--- src/hdl/assert_macros.svh ---
// assertion macros used by int128_alu_core
// no dependencies
`ifndef ASSERT_MACROS_SVH
`define ASSERT_MACROS_SVH
// implication checked on every rising clock edge outside reset
`define ASSERT_IMP(label, clk, rst, prop, msg) \
  label: assert property (@(posedge clk) disable iff (rst) prop) else $error(msg);
// plain invariant checked on every rising clock edge
`define ASSERT_ALWAYS(label, clk, prop, msg) \
  label: assert property (@(posedge clk) prop) else $error(msg);
`endif

--- src/hdl/i128alu_pkg.sv ---
// package for the 128-bit integer alu: opcodes and widths
// no dependencies
`default_nettype none
package i128alu_pkg;
  localparam int unsigned DefWordBits = 128;
  localparam int unsigned OpBits = 4;
  localparam int unsigned ShBits = 8;

  typedef enum logic [OpBits-1:0] {
    OP_ADD = 4'd0, OP_SUB = 4'd1, OP_MUL = 4'd2, OP_DIV = 4'd3,
    OP_AND = 4'd4, OP_OR = 4'd5, OP_XOR = 4'd6, OP_NOT = 4'd7,
    OP_SHL = 4'd8, OP_SHR = 4'd9, OP_ROL = 4'd10, OP_ROR = 4'd11
  } op_t;
endpackage
`default_nettype wire

--- src/hdl/i128alu_div_cell.sv ---
// one restoring-division step cell: one quotient bit per cycle per item while en is high
// depends on i128alu_pkg
`default_nettype none
module i128alu_div_cell
  import i128alu_pkg::*;
#(
  parameter int unsigned W = DefWordBits
) (
  input  wire logic         clk,
  input  wire logic         en,
  input  wire logic [W-1:0] rem_in,
  input  wire logic [W-1:0] num_in,
  input  wire logic [W-1:0] den_in,
  output logic      [W-1:0] rem_out,
  output logic      [W-1:0] num_out,
  output logic      [W-1:0] den_out
);
  logic [W:0] trial;
  logic [W:0] shifted;

  // numerator register shifts left, quotient bits fill from the bottom
  always_comb begin
    shifted = {rem_in, num_in[W-1]};
    trial = shifted - {1'b0, den_in};
  end

  always_ff @(posedge clk) begin
    if (en) begin
      if (!trial[W]) begin
        rem_out <= trial[W-1:0];
        num_out <= {num_in[W-2:0], 1'b1};
      end else begin
        rem_out <= shifted[W-1:0];
        num_out <= {num_in[W-2:0], 1'b0};
      end
      den_out <= den_in;
    end
  end
endmodule
`default_nettype wire

--- config.mk ---
export PLATFORM = sky130hd
export DESIGN_NAME = i128alu_div_cell
export DESIGN_NICKNAME = d
export VERILOG_FILES = /design/src/hdl/assert_macros.svh /design/src/hdl/i128alu_pkg.sv /design/src/hdl/i128alu_div_cell.sv
export SDC_FILE = /design/constraint.sdc
export NUM_CORES = 1
export LEC_CHECK = 0
export BUFFER_PORTS_ARGS = -buffer_cell sky130_fd_sc_hd__buf_2
export CAP_MARGIN = 20
export CORE_AREA = 2 2 300 302
export CTS_CLUSTER_SIZE = 25
export DETAILED_ROUTE_END_ITERATION = 8
export DIE_AREA = 0 0 302 304
export PLACE_DENSITY = 0.56
export SLEW_MARGIN = 20
export SYNTH_ARGS = -nofsm -noshare
export SYNTH_HDL_FRONTEND = slang
export SYNTH_SLANG_ARGS = --single-unit
--- constraint.sdc ---
create_clock -name clk -period 3.9 [get_ports clk]
set_clock_uncertainty 0.05 [all_clocks]
set_input_delay 0.585 -clock clk [delete_from_list [all_inputs] [get_ports clk]]
set_output_delay 0.585 -clock clk [all_outputs]
set_load 0.03 [all_outputs]
==> results_dict.tcl, run 1 <==
set metrics [dict create \
    outcome "finished clean" \
    period_needed_ns 3.75 \
    crit_arrival_ns 4.02 \
    fmax_ghz 0.267 \
    synth_flop_cell "edfxtp_1" \
    async_flop_share_pct 0 \
    final_cell_mix "buf_2 (768), buf_4 (541), edfxtp_1 (384)" \
    hold_viol 0 \
    critical_path.endpoint "rem_out[122]" \
    cts_hold_buf 0 \
    place_hpwl_mm 82.3 \
    grt_pass1_vias 21807 \
    fill_cells 9100 \
    io-pin-count 770 \
    setup_tns_ns 0 \
    p_per_area_nw_per_um2 424 \
    core_area_um2 89000 \
    clk_pin_slew_worst_paths_ns 0.06 \
    syn_area_um2 22400 \
    port_buffers 769 \
    routed_wirelength_mm 97.0 \
    synth_cells 2233 \
    gp_congestion 0.920 \
    required_ns 4.17 \
    ys_ff_latch 384 \
    final_common_cell "buf_2" \
    period_share_pct 96.1 \
    drc 0 \
    timing.hold.ws_ns 0.101 \
    worstSetupStartpointType "primary input" \
    hold_path.class "in2reg" \
    worstMarginPinSlew_ns 0.804 \
    layout-drive-gt1-share_pct 40.9 \
    relSlewSlack_pct 45.8 \
    final_core_utilization_pct 37.4 \
    ys_seq_area_share_pct 51.6 \
    startpoint "den_in[67]" \
    vias_per_cell 4.66 \
    drv_cap 0 \
    avgSynthCellArea_um2 10.0 \
    ys_types 72 \
    num_vias 22033 \
    crit_type "in2reg" \
    grt_use_total_pct 20.2 \
    ant_nets 0 \
    synth_edf_count 384 \
    cp_max_fo 15 \
    cts_root_buf "clkbuf_16" \
    slew_violations 0 \
    area_delta_synth_final_pct 48.9 \
    cts.htree.levels 2 \
    fp.dieW_um 302 \
    clock-sinks 384 \
    rsz0062_at_grt "false" \
    grt_start_max_net_pins 83 \
    grt_pass1_wl_mm 139 \
    synth_warnings 0 \
    dp_cells 4633 \
    end_kind "register" \
    dr.first_iter.drc_count 1582 \
    grt.overflow.total 0 \
    drt-pass1-iter-count 5 \
    final_nets 4024 \
    p_leak_uw 0.0150 \
    rows 110 \
    setup_violations 0 \
    synth_nets 2748 \
    cts_buffers 47 \
    cts.path.max_buffers 3 \
    ir_drop_mv 0.319 \
    post_drt_wl_per_cell_um 20.5 \
    cts_tree "built" \
    die_y_um 304 \
    antenna_found_initial 22 \
    start_util_pct 25.1 \
    die_area_um2 91800 \
    final_cells 4730 \
]
==> state kept, by name, summed over array words and instances, names as in the netlist <==
signal   count
num_out    128
rem_out    128
den_out    128
==> cells in the mapped netlist (41+ instances only) <==
| cell | n | area, um^2 |
|---|---|---|
| a21o_1 | 63 | 473 |
| a21oi_1 | 221 | 1110 |
| clkbuf_1 | 70 | 263 |
| edfxtp_1 | 384 | 11500 |
| ha_1 | 128 | 1600 |
| inv_1 | 162 | 608 |
| nand2_1 | 294 | 1100 |
| nand4_1 | 67 | 419 |
| nor2_1 | 133 | 499 |
| o21ai_0 | 160 | 801 |
| o21ai_1 | 89 | 445 |
| o21bai_1 | 41 | 308 |
| xnor2_1 | 68 | 596 |
| xor2_1 | 47 | 412 |
==> worst min-delay path by stage <==
stage | start | end | slack (ns) | cells after the start
6_report | num_in[16] | num_out[17] | 0.10 | 1
5_1_grt | num_in[27] | num_out[28] | 0.06 | 1
4_1_cts | num_in[42] | num_out[43] | 0.05 | 1
3_5_place_dp | num_in[33] | num_out[34] | 0.71 | 1
2_1_floorplan | den_in[0] | den_out[0] | 0.63 | 0
3_3_place_gp | num_in[101] | num_out[102] | 0.71 | 1
==> critical path, cell delays in order <==
cell,delay (ns)
buf_2,0.16
inv_1,0.07
ha_1,0.29
buf_4,0.16
a21oi_1,0.22
o21ai_2,0.14
a221oi_4,0.35
o221ai_2,0.18
a221oi_2,0.32
o22ai_1,0.16
a211o_1,0.32
o21a_2,0.23
or2_4,0.30
buf_4,0.17
buf_12,0.14
nand2_1,0.09
o311ai_2,0.13
==> final cells by class <==
class                      instances  area [um^2]  share of cell area (%)
clock inverter                    28          243                   0.729
timing repair buffer            1323         8180                    24.6
inverter                         163          617                    1.85
sequential                       384        11500                    34.6
clock buffer                      58         1240                    3.72
antenna                            8         20.0                  0.0601
multi-input combinational       1590        10000                    30.0
tap                             1176         1470                    4.42
==> power breakdown <==
part | leakage [uW] | total, uW | internal [uW] | switching [uW]
clock | 0.000718 | 4290 | 2460 | 1830
sequential | 0.00375 | 5220 | 5090 | 128
combinational | 0.0105 | 4610 | 1740 | 2880
==> per-stage QoR <==
stage	total power [uW]	setup slack, ns	area, um^2
after CTS	14300	0.0165	33100
after global placement	9880	-1.03	31600
after detailed placement	9890	-1.01	31600
final	14100	0.151	33300
after global routing	14800	0.0101	33300
after floorplan	7710	0.000552	22400
==> logic make-up after synthesis <==
group / after synthesis / synth area share [%]
AND/OR/NAND/NOR: 643 / 13.0
XOR/XNOR: 115 / 4.50
flip-flops: 384 / 51.6
multiplexers: 3 / 0.140
buffers and inverters: 259 / 4.75
adder cells (fa/ha/maj): 129 / 7.25
AO/OA/AOI/OAI: 700 / 18.8
==> metal layers <==
| layer | share of wire (%) | GRT usage (%) | vias to the layer above | wire [um] |
|---|---|---|---|---|
| li1 | - | - | 10749 | - |
| met1 | 42 | 25.8 | 10327 | 40900 |
| met2 | 48 | 34.2 | 827 | 46300 |
| met3 | 7.5 | 4.36 | 112 | 7230 |
| met4 | 2.5 | 5.76 | 18 | 2420 |
| met5 | 0.12 | 0 | - | 118 |
==> what timing repair did <==
item | 4_1_cts | 5_1_grt
resized for setup | 17 | 25
setup endpoints to repair | 127 | 100
pin swaps | 5 | 15
setup buffers | 0 | 4
Power figures use the tool's default switching activity.
==> inputs of run 2 (changes only) <==
--- a/config.mk
+++ b/config.mk
@@ -7,11 +7,11 @@
 export LEC_CHECK = 0
 export BUFFER_PORTS_ARGS = -buffer_cell sky130_fd_sc_hd__buf_2
 export CAP_MARGIN = 20
-export CORE_AREA = 2 2 300 302
+export CORE_AREA = 2 2 296 298
 export CTS_CLUSTER_SIZE = 25
 export DETAILED_ROUTE_END_ITERATION = 8
-export DIE_AREA = 0 0 302 304
-export PLACE_DENSITY = 0.56
+export DIE_AREA = 0 0 298 300
+export PLACE_DENSITY = 0.55
 export SLEW_MARGIN = 20
 export SYNTH_ARGS = -nofsm -noshare
 export SYNTH_HDL_FRONTEND = slang
==> constraint.sdc (replaced) <==
create_clock -name clk -period 4.86 [get_ports clk]
set_clock_uncertainty 0.05 [all_clocks]
set_input_delay 0.729 -clock clk [delete_from_list [all_inputs] [get_ports clk]]
set_output_delay 0.729 -clock clk [all_outputs]
set_load 0.03 [all_outputs]
==> results_dict.tcl, run 2 (synthesis gave the netlist of run 1 again) <==
set metrics [dict create \
    grt_busiest_layer "met2" \
    crit_type "in2reg" \
    p_leak_uw 0.0128 \
    clock-sinks 384 \
    ir_drop_mv 0.281 \
    use_met2_pct 35.6 \
    cts.path.max_buffers 3 \
    grt.met1_usage_pct 24.8 \
    end_kind "register" \
    gp_congestion 0.908 \
    core_area_um2 86200 \
    worstSetupStartpointType "primary input" \
    antenna_found_initial 29 \
    place_hpwl_mm 80.2 \
    met3_usage_pct 5.07 \
    period_needed_ns 4.45 \
    cts_root_buf "clkbuf_16" \
    path_cells "buf_2, inv_1, ha_1, fa_1, nand2b_1, a21oi_1, o21a_1, o2111ai_1, a2111oi_0, buf_4, o311ai_1, a211o_1, a211oi_1, o21ai_0, and3b_1, o31ai_1" \
    worstMarginPinSlew_ns 0.773 \
    num_vias 20677 \
    grt_pass1_wl_mm 134 \
    critPathTopFamily "compound AO/OA/AOI/OAI gates" \
    grt.overflow.total 0 \
    crit_arrival_ns 4.82 \
    layout-drive-gt1-share_pct 31.3 \
    grt_start_max_net_pins 117 \
    crit_buf_inv 3 \
    fill_cells 9101 \
    dp_cells 4156 \
    p_per_area_nw_per_um2 371 \
    switching_share_pct 34.8 \
    required_ns 5.23 \
    period_share_pct 91.6 \
    reg_top3 "den_out (128), num_out (128), rem_out (128)" \
    multi_input_area_um2 9770 \
    internal-power_uw 7170 \
    final_cells 4249 \
    final_nets 3566 \
    cts_tree "built" \
    die_y_um 300 \
    p_clk_share_pct 32.8 \
    seqCellArea_um2 11500 \
    drc 0 \
    dr.first_iter.drc_count 1581 \
    grt_pass1_vias 19918 \
    outcome "finished clean" \
    cp_slowest_cell "a2111oi_0" \
    cp_slowest_stage_delay_ns 0.59 \
    final_common_cell "buf_2" \
    start_util_pct 25.9 \
    cts_buffers 48 \
    final_core_utilization_pct 34.4 \
    die_area_um2 89400 \
    hold_viol 0 \
    cp_max_fo 3 \
    cts_setup_buffers 0 \
    slew_violations 0 \
    rsz0062_at_grt "false" \
    cts_hold_buf 0 \
    drt-pass1-iter-count 6 \
    cts.htree.levels 2 \
    ctsResizeCount 0 \
    routed_wirelength_mm 95.5 \
    setup_tns_ns 0 \
    fp.dieW_um 298 \
    grt_use_total_pct 20.3 \
    fmax_ghz 0.225 \
    hold_path.class "in2reg" \
    setup_violations 0 \
    pwr-share-comb_pct 29.3 \
    clk_pin_slew_worst_paths_ns 0.06 \
    switching_power_uw 3830 \
    post_drt_wl_per_cell_um 22.5 \
    area_delta_synth_final_pct 32.6 \
    port_buffers 769 \
    io-pin-count 770 \
    relSlewSlack_pct 48.0 \
    rows 108 \
    vias_per_cell 4.87 \
    seqPwrFrac_pct 38.0 \
    final_cell_mix "buf_2 (768), edfxtp_1 (384), nand2_1 (294)" \
    drv_cap 0 \
    ant_nets 0 \
]
## run 2: per-layer routing
layer	part of all wire (%)	wire length [um]
met5	0.26	245
met4	2.3	2210
met3	7.7	7390
met2	49	47200
met1	40	38500
## run 2: power groups by stage
stage / clock network, uW / logic (uW) / registers, uW
global route: 3820 / 3460 / 4210
detailed placement: 0 / 3230 / 4240
CTS: 3730 / 3240 / 4180
floorplan: 0 / 1220 / 4970
finish: 3610 / 3220 / 4180
global placement: 0 / 3230 / 4240
## run 2: final cells by class
type | instances | area share (%)
sequential | 384 | 38.9
multi-input combinational | 1590 | 33.0
timing repair buffer | 864 | 15.9
tap | 1155 | 4.88
clock buffer | 58 | 4.25
inverter | 163 | 2.07
clock inverter | 29 | 1.00
antenna | 6 | 0.0507
## run 2: final timing paths
path	cells after the start	start	to
worst max-delay path	16	num_in[127]	rem_out[110]
worst min-delay path	1	num_in[86]	num_out[87]
## run 2: per-stage QoR
stage | setup slack [ns] | instance area [um^2] | hold slack (ns) | power, uW
3_5_place_dp | -0.224 | 28100 | 0.857 | 7480
2_1_floorplan | 0.730 | 22400 | 0.778 | 6180
3_3_place_gp | -0.179 | 28100 | 0.856 | 7470
5_1_grt | 0.0972 | 29600 | 0.210 | 11500
4_1_cts | 0.418 | 29600 | 0.200 | 11100
6_report | 0.406 | 29600 | 0.245 | 11000
